<file path="src/lff_pkg.sv">
// Shared constants, register codes and record types for the fixed-string line filter.
// No dependencies; every other file of the block imports this package.
package lff_pkg;

    // Default sizes handed to the top level's parameters.
    localparam int LFF_MAX_PATTERN = 16;
    localparam int LFF_OFFSET_BITS = 32;

    // Fixed field widths.
    localparam int BYTE_BITS      = 8;
    localparam int PATTERN_SLOTS  = 16;
    localparam int LEN_BITS       = 5;
    localparam int CFG_IDX_BITS   = 2;
    localparam int CFG_DATA_BITS  = 64;
    localparam int OUT_FIELD_BITS = 32;
    localparam int HIT_BITS       = 16;

    // Depth of the request queue between the front and back halves.
    localparam int QUEUE_DEPTH = 2;

    // Special byte values.
    localparam logic [BYTE_BITS-1:0] NEWLINE_BYTE = 8'h0A;
    localparam logic [BYTE_BITS-1:0] ZERO_BYTE    = 8'h00;

    // Configuration register indexes.
    localparam logic [CFG_IDX_BITS-1:0] CFG_PATTERN_LOW    = 2'd0;
    localparam logic [CFG_IDX_BITS-1:0] CFG_PATTERN_HIGH   = 2'd1;
    localparam logic [CFG_IDX_BITS-1:0] CFG_PATTERN_LENGTH = 2'd2;

    localparam logic [LEN_BITS-1:0] PATTERN_LENGTH_RESET = 5'd1;
    localparam logic [HIT_BITS-1:0] HIT_MAX              = 16'hFFFF;

    // Classification of one text byte, produced by the front half.
    typedef struct packed {
        logic hit;
        logic newline;
        logic last;
    } lff_rec_t;

    // A record together with its valid flag.
    typedef struct packed {
        logic     valid;
        lff_rec_t rec;
    } lff_push_t;

endpackage

</file>
<file path="src/lff_chan_if.sv">
// Handshake channels of the fixed-string line filter: text input, line results and
// configuration writes. Depends on lff_pkg for the field widths.
interface lff_in_if;
    import lff_pkg::*;

    logic                 valid;
    logic                 ready;
    logic [BYTE_BITS-1:0] data_byte;
    logic                 last_byte;

    modport source (output valid, output data_byte, output last_byte, input ready);
    modport sink (input valid, input data_byte, input last_byte, output ready);
endinterface

interface lff_out_if;
    import lff_pkg::*;

    logic                      valid;
    logic                      ready;
    logic [OUT_FIELD_BITS-1:0] line_offset;
    logic [OUT_FIELD_BITS-1:0] line_length;
    logic [HIT_BITS-1:0]       hit_count;

    modport source (output valid, output line_offset, output line_length, output hit_count,
                    input ready);
    modport sink (input valid, input line_offset, input line_length, input hit_count,
                  output ready);
endinterface

interface lff_cfg_if;
    import lff_pkg::*;

    logic                     valid;
    logic                     ready;
    logic [CFG_IDX_BITS-1:0]  reg_index;
    logic [CFG_DATA_BITS-1:0] reg_data;

    modport source (output valid, output reg_index, output reg_data, input ready);
    modport sink (input valid, input reg_index, input reg_data, output ready);
endinterface

</file>
<file path="src/lff_front.sv">
// Front half: configuration registers, byte window and match detection.
// Classifies each accepted byte into a record for the queue. Depends on lff_pkg.
module lff_front #(
    parameter int MAX_PATTERN = lff_pkg::LFF_MAX_PATTERN
) (
    input  logic              clk,
    input  logic              rst_n,
    lff_in_if.sink            in_chan,
    lff_cfg_if.sink           cfg,
    input  logic              queue_full,
    output lff_pkg::lff_push_t push
);
    import lff_pkg::*;

    localparam int WIN      = (MAX_PATTERN < PATTERN_SLOTS) ? MAX_PATTERN : PATTERN_SLOTS;
    localparam int BSH_BITS = $clog2(MAX_PATTERN + 1);
    localparam int CMP_BITS = (BSH_BITS > LEN_BITS) ? BSH_BITS : LEN_BITS;
    localparam logic [BSH_BITS-1:0] BSH_RESET = BSH_BITS'(WIN);
    localparam logic [BSH_BITS-1:0] BSH_MAX   = BSH_BITS'(MAX_PATTERN);
    localparam logic [LEN_BITS-1:0] LEN_LIMIT = LEN_BITS'(WIN);

    logic [CFG_DATA_BITS-1:0] pat_low_reg;
    logic [CFG_DATA_BITS-1:0] pat_high_reg;
    logic [LEN_BITS-1:0]      plen_reg;

    logic [BYTE_BITS-1:0] win_reg [WIN];
    logic [BYTE_BITS-1:0] win_next [WIN];
    logic [BSH_BITS-1:0]  bsh_reg;
    logic [BSH_BITS-1:0]  bsh_inc;
    logic [BSH_BITS-1:0]  bsh_next;
    logic                 halted_reg;
    logic                 halted_next;

    logic [BYTE_BITS-1:0] pat [PATTERN_SLOTS];
    logic [LEN_BITS-1:0]  len_clamp;
    logic [LEN_BITS-1:0]  first_zero;
    logic [LEN_BITS-1:0]  eff_len;
    logic [WIN:0]         m_vec;
    logic                 match;
    logic                 hit;
    logic                 accept;

    // Configuration writes are always taken.
    assign cfg.ready = 1'b1;

    always_ff @(posedge clk or negedge rst_n)
    begin
        if (!rst_n)
        begin
            pat_low_reg  <= '0;
            pat_high_reg <= '0;
            plen_reg     <= PATTERN_LENGTH_RESET;
        end
        else if (cfg.valid)
        begin
            case (cfg.reg_index)
                CFG_PATTERN_LOW:    pat_low_reg  <= cfg.reg_data;
                CFG_PATTERN_HIGH:   pat_high_reg <= cfg.reg_data;
                CFG_PATTERN_LENGTH: plen_reg     <= cfg.reg_data[LEN_BITS-1:0];
                default:            ;
            endcase
        end
    end

    // Effective pattern length: clamped, then cut at the first zero pattern byte.
    always_comb
    begin
        for (int i = 0; i < PATTERN_SLOTS; i++)
        begin
            if (i < 8)
                pat[i] = pat_low_reg[BYTE_BITS*i +: BYTE_BITS];
            else
                pat[i] = pat_high_reg[BYTE_BITS*(i-8) +: BYTE_BITS];
        end

        if (plen_reg == '0)
            len_clamp = PATTERN_LENGTH_RESET;
        else if (plen_reg > LEN_LIMIT)
            len_clamp = LEN_LIMIT;
        else
            len_clamp = plen_reg;

        first_zero = LEN_BITS'(PATTERN_SLOTS);
        for (int i = PATTERN_SLOTS - 1; i >= 0; i--)
        begin
            if (pat[i] == ZERO_BYTE)
                first_zero = LEN_BITS'(i);
        end

        eff_len = (first_zero < len_clamp) ? first_zero : len_clamp;
    end

    // Window after taking the incoming byte, newest first.
    always_comb
    begin
        win_next[0] = in_chan.data_byte;
        for (int k = 1; k < WIN; k++)
            win_next[k] = win_reg[k-1];
    end

    // Compare the window against the pattern for every candidate length at once.
    always_comb
    begin
        m_vec = '0;
        for (int l = 1; l <= WIN; l++)
        begin
            m_vec[l] = 1'b1;
            for (int i = 0; i < l; i++)
            begin
                if (win_next[l-1-i] != pat[i])
                    m_vec[l] = 1'b0;
            end
        end

        match = 1'b0;
        for (int l = 1; l <= WIN; l++)
        begin
            if (eff_len == LEN_BITS'(l))
                match = m_vec[l];
        end
    end

    // Hit decision: not halted, far enough from the previous hit, window matches.
    always_comb
    begin
        halted_next = halted_reg | (in_chan.data_byte == ZERO_BYTE);
        bsh_inc     = (bsh_reg < BSH_MAX) ? bsh_reg + 1'b1 : bsh_reg;
        hit         = !halted_next && (CMP_BITS'(bsh_inc) >= CMP_BITS'(eff_len)) && match;
        bsh_next    = hit ? '0 : bsh_inc;
    end

    assign in_chan.ready = !queue_full;
    assign accept        = in_chan.valid && in_chan.ready;

    // Window and hit-spacing state; the end of a stream restores reset values.
    always_ff @(posedge clk or negedge rst_n)
    begin
        if (!rst_n)
        begin
            for (int k = 0; k < WIN; k++)
                win_reg[k] <= '0;
            bsh_reg    <= BSH_RESET;
            halted_reg <= 1'b0;
        end
        else if (accept)
        begin
            if (in_chan.last_byte)
            begin
                for (int k = 0; k < WIN; k++)
                    win_reg[k] <= '0;
                bsh_reg    <= BSH_RESET;
                halted_reg <= 1'b0;
            end
            else
            begin
                for (int k = 0; k < WIN; k++)
                    win_reg[k] <= win_next[k];
                bsh_reg    <= bsh_next;
                halted_reg <= halted_next;
            end
        end
    end

    // Record for the back half.
    always_comb
    begin
        push.valid       = accept;
        push.rec.hit     = hit;
        push.rec.newline = (in_chan.data_byte == NEWLINE_BYTE);
        push.rec.last    = in_chan.last_byte;
    end

    // A counted hit restarts the spacing count.
    a_hit_clears_spacing: assert property (@(posedge clk) disable iff (!rst_n)
        (accept && hit && !in_chan.last_byte) |=> (bsh_reg == '0))
        else $error("spacing count not cleared after a hit");

    // Spacing count never passes its saturation value.
    a_spacing_bounded: assert property (@(posedge clk) disable iff (!rst_n)
        bsh_reg <= BSH_MAX)
        else $error("spacing count above its limit");

endmodule

</file>
<file path="src/lff_queue.sv">
// Short request queue between the front and back halves of the line filter.
// Holds classified byte records in order. Depends on lff_pkg.
module lff_queue #(
    parameter int DEPTH = lff_pkg::QUEUE_DEPTH
) (
    input  logic               clk,
    input  logic               rst_n,
    input  lff_pkg::lff_push_t push,
    output logic               full,
    output lff_pkg::lff_push_t head,
    input  logic               pop
);
    import lff_pkg::*;

    localparam int PTR_BITS = (DEPTH > 1) ? $clog2(DEPTH) : 1;
    localparam int CNT_BITS = $clog2(DEPTH + 1);
    localparam logic [PTR_BITS-1:0] PTR_LAST = PTR_BITS'(DEPTH - 1);
    localparam logic [CNT_BITS-1:0] CNT_FULL = CNT_BITS'(DEPTH);

    lff_rec_t              rec_mem [DEPTH];
    logic [PTR_BITS-1:0]   wr_ptr_reg;
    logic [PTR_BITS-1:0]   rd_ptr_reg;
    logic [CNT_BITS-1:0]   count_reg;
    logic [CNT_BITS-1:0]   count_next;
    logic                  do_push;
    logic                  do_pop;

    assign full       = (count_reg == CNT_FULL);
    assign head.valid = (count_reg != '0);
    assign head.rec   = rec_mem[rd_ptr_reg];

    assign do_push = push.valid && !full;
    assign do_pop  = pop && head.valid;

    always_comb
    begin
        count_next = count_reg;
        if (do_push && !do_pop)
            count_next = count_reg + 1'b1;
        else if (do_pop && !do_push)
            count_next = count_reg - 1'b1;
    end

    // Entry storage.
    always_ff @(posedge clk)
    begin
        if (do_push)
            rec_mem[wr_ptr_reg] <= push.rec;
    end

    // Pointers and fill count.
    always_ff @(posedge clk or negedge rst_n)
    begin
        if (!rst_n)
        begin
            wr_ptr_reg <= '0;
            rd_ptr_reg <= '0;
            count_reg  <= '0;
        end
        else
        begin
            if (do_push)
                wr_ptr_reg <= (wr_ptr_reg == PTR_LAST) ? '0 : wr_ptr_reg + 1'b1;
            if (do_pop)
                rd_ptr_reg <= (rd_ptr_reg == PTR_LAST) ? '0 : rd_ptr_reg + 1'b1;
            count_reg <= count_next;
        end
    end

    // The front half must never offer a request into a full queue.
    a_no_push_when_full: assert property (@(posedge clk) disable iff (!rst_n)
        push.valid |-> !full)
        else $error("request offered to a full queue");

    a_count_bounded: assert property (@(posedge clk) disable iff (!rst_n)
        count_reg <= CNT_FULL)
        else $error("queue fill count above depth");

endmodule

</file>
<file path="src/lff_back.sv">
// Back half: stream offset, line tracking and hit counting; builds line results.
// Takes records from lff_queue and drives the result channel. Depends on lff_pkg.
module lff_back #(
    parameter int OFFSET_BITS = lff_pkg::LFF_OFFSET_BITS
) (
    input  logic               clk,
    input  logic               rst_n,
    input  lff_pkg::lff_push_t head,
    output logic               pop,
    lff_out_if.source          out_chan
);
    import lff_pkg::*;

    logic [OFFSET_BITS-1:0]    offset_reg;
    logic [OFFSET_BITS-1:0]    start_reg;
    logic [HIT_BITS-1:0]       hits_reg;
    logic                      out_valid_reg;
    logic [OUT_FIELD_BITS-1:0] line_offset_reg;
    logic [OUT_FIELD_BITS-1:0] line_length_reg;
    logic [HIT_BITS-1:0]       hit_count_reg;

    logic [OFFSET_BITS-1:0]    here_inc;
    logic [OFFSET_BITS-1:0]    end_off;
    logic [OFFSET_BITS-1:0]    span;
    logic [HIT_BITS-1:0]       hits_new;
    logic                      line_end;
    logic                      emit;
    logic                      slot_free;

    // Line bookkeeping for the record at the head of the queue.
    always_comb
    begin
        here_inc = offset_reg + 1'b1;
        if (head.rec.hit && (hits_reg != HIT_MAX))
            hits_new = hits_reg + 1'b1;
        else
            hits_new = hits_reg;
        line_end  = head.rec.newline || head.rec.last;
        end_off   = head.rec.newline ? offset_reg : here_inc;
        span      = end_off - start_reg;
        emit      = line_end && (hits_new != '0);
        slot_free = !out_valid_reg || out_chan.ready;
        pop       = head.valid && (!emit || slot_free);
    end

    // Offset, line start and hit count; the end of a stream clears them.
    always_ff @(posedge clk or negedge rst_n)
    begin
        if (!rst_n)
        begin
            offset_reg <= '0;
            start_reg  <= '0;
            hits_reg   <= '0;
        end
        else if (pop)
        begin
            if (head.rec.last)
            begin
                offset_reg <= '0;
                start_reg  <= '0;
                hits_reg   <= '0;
            end
            else
            begin
                offset_reg <= here_inc;
                if (line_end)
                begin
                    start_reg <= here_inc;
                    hits_reg  <= '0;
                end
                else
                begin
                    hits_reg <= hits_new;
                end
            end
        end
    end

    // Result register valid flag.
    always_ff @(posedge clk or negedge rst_n)
    begin
        if (!rst_n)
            out_valid_reg <= 1'b0;
        else if (pop && emit)
            out_valid_reg <= 1'b1;
        else if (out_chan.ready)
            out_valid_reg <= 1'b0;
    end

    // Result payload.
    always_ff @(posedge clk)
    begin
        if (pop && emit)
        begin
            line_offset_reg <= OUT_FIELD_BITS'(start_reg);
            line_length_reg <= OUT_FIELD_BITS'(span);
            hit_count_reg   <= hits_new;
        end
    end

    assign out_chan.valid       = out_valid_reg;
    assign out_chan.line_offset = line_offset_reg;
    assign out_chan.line_length = line_length_reg;
    assign out_chan.hit_count   = hit_count_reg;

    // Only lines that held a match produce a result.
    a_result_has_hits: assert property (@(posedge clk) disable iff (!rst_n)
        out_valid_reg |-> (hit_count_reg != '0))
        else $error("result issued with zero hits");

    // The final byte of a stream restarts the offset at zero.
    a_stream_end_resets: assert property (@(posedge clk) disable iff (!rst_n)
        (pop && head.rec.last) |=> (offset_reg == '0 && hits_reg == '0))
        else $error("stream state not cleared at end of stream");

endmodule

</file>
<file path="src/line_filter_fixed_string_top.sv">
// Top level of the fixed-string line filter: front half, request queue, back half.
// Depends on lff_pkg, the channel interfaces, lff_front, lff_queue and lff_back.
//
//   Channel   | Direction | Payload                                   | Handshake
//   ----------+-----------+-------------------------------------------+-----------
//   in_bytes  | in        | data_byte[7:0], last_byte                 | valid/ready
//   out_lines | out       | line_offset[31:0], line_length[31:0],     | valid/ready
//             |           | hit_count[15:0]                           |
//   cfg       | in        | reg_index[1:0], reg_data[63:0]            | valid/ready
//
// One text byte is taken every cycle while the queue is not full; the window compare for
// all pattern lengths runs in the cycle the byte is accepted.
// A result is registered when the record of the newline or final byte closing its line
// leaves the queue after any older requests, once the result register is free.
// Reset is asynchronous and active low; it clears the pattern registers to length one.
// A stalled result output holds back only the back half; the queue lets the front
// half keep accepting until it fills. Configuration writes are always accepted.
module line_filter_fixed_string_top #(
    parameter int MAX_PATTERN = lff_pkg::LFF_MAX_PATTERN,
    parameter int OFFSET_BITS = lff_pkg::LFF_OFFSET_BITS
) (
    input logic         clk,
    input logic         rst_n,
    lff_in_if.sink      in_bytes,
    lff_out_if.source   out_lines,
    lff_cfg_if.sink     cfg
);
    import lff_pkg::*;

    lff_push_t push;
    lff_push_t head;
    logic      queue_full;
    logic      pop;

    // Byte classification.
    lff_front #(
        .MAX_PATTERN (MAX_PATTERN)
    ) u_front (
        .clk        (clk),
        .rst_n      (rst_n),
        .in_chan    (in_bytes),
        .cfg        (cfg),
        .queue_full (queue_full),
        .push       (push)
    );

    // Decoupling queue.
    lff_queue #(
        .DEPTH (QUEUE_DEPTH)
    ) u_queue (
        .clk   (clk),
        .rst_n (rst_n),
        .push  (push),
        .full  (queue_full),
        .head  (head),
        .pop   (pop)
    );

    // Line tracking and results.
    lff_back #(
        .OFFSET_BITS (OFFSET_BITS)
    ) u_back (
        .clk      (clk),
        .rst_n    (rst_n),
        .head     (head),
        .pop      (pop),
        .out_chan (out_lines)
    );

endmodule

</file>
<file path="src/flat_wrapper.sv">
// flat-port wrapper written by rule: the top's interface ports become plain ports
module line_filter_fixed_string_top_flat import lff_pkg::*;
#(
    parameter int MAX_PATTERN = lff_pkg::LFF_MAX_PATTERN,
    parameter int OFFSET_BITS = lff_pkg::LFF_OFFSET_BITS
)
  (clk, rst_n, in_bytes_valid, in_bytes_data_byte, in_bytes_last_byte, in_bytes_ready, out_lines_valid, out_lines_line_offset, out_lines_line_length, out_lines_hit_count, out_lines_ready, cfg_valid, cfg_reg_index, cfg_reg_data, cfg_ready);
  lff_in_if in_bytes_i ();
  lff_out_if out_lines_i ();
  lff_cfg_if cfg_i ();
  input logic clk;
  input logic rst_n;
  input wire logic [$bits(in_bytes_i.valid)-1:0] in_bytes_valid;
  input wire logic [$bits(in_bytes_i.data_byte)-1:0] in_bytes_data_byte;
  input wire logic [$bits(in_bytes_i.last_byte)-1:0] in_bytes_last_byte;
  output wire logic [$bits(in_bytes_i.ready)-1:0] in_bytes_ready;
  output wire logic [$bits(out_lines_i.valid)-1:0] out_lines_valid;
  output wire logic [$bits(out_lines_i.line_offset)-1:0] out_lines_line_offset;
  output wire logic [$bits(out_lines_i.line_length)-1:0] out_lines_line_length;
  output wire logic [$bits(out_lines_i.hit_count)-1:0] out_lines_hit_count;
  input wire logic [$bits(out_lines_i.ready)-1:0] out_lines_ready;
  input wire logic [$bits(cfg_i.valid)-1:0] cfg_valid;
  input wire logic [$bits(cfg_i.reg_index)-1:0] cfg_reg_index;
  input wire logic [$bits(cfg_i.reg_data)-1:0] cfg_reg_data;
  output wire logic [$bits(cfg_i.ready)-1:0] cfg_ready;
  assign in_bytes_i.valid = in_bytes_valid;
  assign in_bytes_i.data_byte = in_bytes_data_byte;
  assign in_bytes_i.last_byte = in_bytes_last_byte;
  assign in_bytes_ready = in_bytes_i.ready;
  assign out_lines_valid = out_lines_i.valid;
  assign out_lines_line_offset = out_lines_i.line_offset;
  assign out_lines_line_length = out_lines_i.line_length;
  assign out_lines_hit_count = out_lines_i.hit_count;
  assign out_lines_i.ready = out_lines_ready;
  assign cfg_i.valid = cfg_valid;
  assign cfg_i.reg_index = cfg_reg_index;
  assign cfg_i.reg_data = cfg_reg_data;
  assign cfg_ready = cfg_i.ready;
  line_filter_fixed_string_top #(.MAX_PATTERN(MAX_PATTERN), .OFFSET_BITS(OFFSET_BITS)) u_core (.clk(clk), .rst_n(rst_n), .in_bytes(in_bytes_i), .out_lines(out_lines_i), .cfg(cfg_i));
endmodule
</file>
<file path="config.mk">
export PLATFORM = sky130hd
export DESIGN_NAME = line_filter_fixed_string_top_flat
export DESIGN_NICKNAME = d
export VERILOG_FILES = /design/src/lff_pkg.sv /design/src/lff_chan_if.sv /design/src/lff_front.sv /design/src/lff_queue.sv /design/src/lff_back.sv /design/src/line_filter_fixed_string_top.sv /design/src/flat_wrapper.sv
export SDC_FILE = /design/constraint.sdc
export NUM_CORES = 1
export LEC_CHECK = 0
export BUFFER_PORTS_ARGS = -buffer_cell sky130_fd_sc_hd__buf_4
export CAP_MARGIN = 40
export CORE_UTILIZATION = 40
export DETAILED_ROUTE_END_ITERATION = 16
export PLACE_DENSITY = 0.52
export SKIP_CTS_REPAIR_TIMING = 1
export SYNTH_ARGS = -nofsm -noshare
export SYNTH_HDL_FRONTEND = slang
export SYNTH_SLANG_ARGS = --single-unit
</file>
<file path="constraint.sdc">
create_clock -name clk -period 13.1 [get_ports clk]
set_input_delay 0.655 -clock clk [delete_from_list [all_inputs] [get_ports clk]]
set_output_delay 0.655 -clock clk [all_outputs]
set_load 0.05 [all_outputs]
</file>
==> run metrics <==
I/O Buffers 161; YS warnings 0; Filler Cell Count 7,962; max FFs per register 120; Pwr Density 207.8 mW/mm^2; Netlist Area Pre-Place 0.03361 sq mm; synth cell count leaders 658 x xor2_1, 491 x xnor2_1, 342 x dfrtp_1; Clock Latency Late Sink 0.67 ns; ys async rst share 80.00%; vias in the first global route 29,115; Yosys cell types 97; relative slew slack 22.05%; CP Launch Type flop; Initial Utilization 40.68%; row count 105; Util after Layout 46.04%; Top Ports 163; # DRC 0; largest net degree at the start of global routing 101; routed wire length 200.9 mm; CTS buffer count 54; most common cell in the netlist xor2_1; Vias/cell 6.452; Yosys reg bits 430; CTS H-tree depth 2; crit-path max FO 10; Die H 291.9 um; RSZ-0062 raised after global routing no; initial antenna violation count 16; Seq/Total Area, Yosys 33.30%; Slew Limit Fails 0; fin nets 3,802; worst-margin pin slew 1.169 ns; via count 30,929; total track usage 46.87%; RR Endpoint u_core.u_front.bsh_reg[0]; critical path required time 13.63 ns; total power draw 7.908 mW; GPL Wtd Cong 1.114; DP HPWL 140.8 mm; Layout area overhead 13.18%; MaxCap Viol Count 0; CTS tree built; synthesized area per cell 9.166 sq um; Overflow after GRT 0; Final Hold Fails 0; Fmax 153.2 MHz; Critical Path Start u_core.u_front.pat_high_reg[48]; leakage 15.90 nW; status finished, final reports clean; die area 0.08520 sq mm; ys flop type dfrtp_1; type of the worst setup path reg2reg; Tcrit/Tclk final 49.82%; WL/cell 41.91 um; FF+latch area 0.01121 sq mm; synth top area cells dfrtp_1 25%, xor2_1 17%, xnor2_1 13%; register clock-pin slew on the reported worst setup and hold paths 0.06 ns; multi-input logic area 0.02046 sq mm; Routed Antenna Nets 0; final setup vio count 0; WP data arrival 7.05 ns; clock skew 0.03035 ns; Post-Synthesis Cells 3,667; clock buffer depth 3; slack of the worst reg-to-reg path 6.57 ns; CORE AREA 0.08264 sq mm; Hold Path Class in2async; Synth Net Count 3,792; drt pass-1 iters 8; Root Buffer clkbuf_16; Yosys top cell area share 25.46%; FF-to-FF path depth 23; CTS sink cnt 430; Post-synth EDFFs 86; crit path capture type flop; Worst IR Drop VDD 0.0001644 V; final setup TNS 0 ns; Yosys top cell by area dfrtp_1; die width 291.9 um; Reg-to-Reg Start u_core.u_front.pat_high_reg[48]; worst setup path end u_core.u_front.bsh_reg[0]; first-pass GRT wire length 267.6 mm; clock period minus worst slack 6.527 ns; layout cells sized above 1 17.48%; 1st-iter DRT viols 4,328
[power by group]
part           switching (mW)  leakage [nW]  internal (mW)
registers               0.336          5.29           1.76
logic                    2.98          9.74           1.30
clock network           0.640         0.861          0.894
[worst max-delay path, stage by stage, from the launching register on]
cell	delay [ns]
dfrtp_1	0.42
or4_1	0.57
or2_1	0.27
a221oi_2	0.97
o221ai_2	0.29
a31oi_4	0.34
ha_1	0.27
and4_1	0.22
nor2b_1	0.57
o21ai_2	0.14
o21ai_2	0.12
inv_2	0.11
ha_1	0.29
a21oi_1	0.06
nor2b_1	0.10
o21ai_0	0.09
nand2b_1	0.10
a21oi_1	0.08
or3b_2	0.44
a31oi_1	0.15
a31oi_1	0.10
a311oi_4	0.38
o31ai_1	0.11
a22o_1	0.21
[how the worst min path moves through the flow]
stage / start / endpoint / slack [ns] / depth (start not counted)
global route: rst_n / u_core.u_front.win_next[57] / 0.09 / 1
finish: rst_n / u_core.u_front.win_next[40] / 0.02 / 1
CTS: rst_n / u_core.u_front.win_next[80] / 0.09 / 1
floorplan: rst_n / u_core.u_back.hits_reg[0] / 0.36 / 0
detailed placement: u_core.u_back.start_reg[7] / u_core.u_back.out_chan.line_offset[7] / 0.46 / 0
global placement: u_core.u_back.start_reg[27] / u_core.u_back.out_chan.line_offset[27] / 0.46 / 0
[routing by layer]
| layer | track usage [%] | vias to the layer above | share of wire [%] |
|---|---|---|---|
| li1 | - | 12526 | - |
| met1 | 55.71 | 15095 | 37 |
| met2 | 64.92 | 2417 | 39 |
| met3 | 20.84 | 875 | 13 |
| met4 | 37.72 | 16 | 10 |
| met5 | 0.7941 | - | 0.049 |
[cells by family after synthesis]
logic type	after synthesis	synth area share, %
simple gates	967	15.87
flops	430	33.30
xor+xnor	1149	29.94
mux	133	4.444
compound gates	436	8.707
fa+ha+maj	45	1.697
other cells	1	0.01116
buf+inv	506	6.030
[final cells by class]
class                           count  share of cell area, %
Antenna cell                        5                0.03289
Clock buffer                       82                  4.170
Clock inverter                     16                 0.5295
Inverter                           99                 0.9767
Multi-Input combinational cell   2731                  53.79
Sequential cell                   430                  29.48
Tap cell                         1070                  3.519
Timing Repair Buffer              361                  7.505
[through the flow]
step / instance area (sq um) / hold slack [ns] / instances / setup slack (ns)
final: 38050 / 0.01528 / 4794 / 6.573
after global routing: 38030 / 0.08772 / 4789 / 6.353
after CTS: 37850 / 0.09172 / 4769 / 6.758
after detailed placement: 36060 / 0.4584 / 4671 / 6.787
after global placement: 35700 / 0.4612 / 4640 / 6.835
after floorplan: 33610 / 0.3594 / 3667 / 6.524
[layout by cell type, fill, tap and decap left out, types with 12 or more instances in the layout]
master and n:
xnor2_1 491, nor3_1 29, o21ai_1 14, nand3b_1 22
nand2b_1 83, nor2_1 86, buf_4 327, xor2_1 656
clkbuf_1 15, nor2b_1 17, a21oi_1 24, nand3_1 34
o21ai_0 161, o31ai_1 86, edfxtp_1 86, dfrtp_1 325
nand4_1 160, dfrtp_2 17, clkbuf_16 54, a22o_1 21
nand2_1 241, a21o_1 16, a31oi_1 15, ha_1 44
mux2_2 130, clkbuf_8 13, and3_1 17, inv_1 96
o22ai_1 19, o211ai_1 12, nor4_1 210
Power figures use the tool's default switching activity.
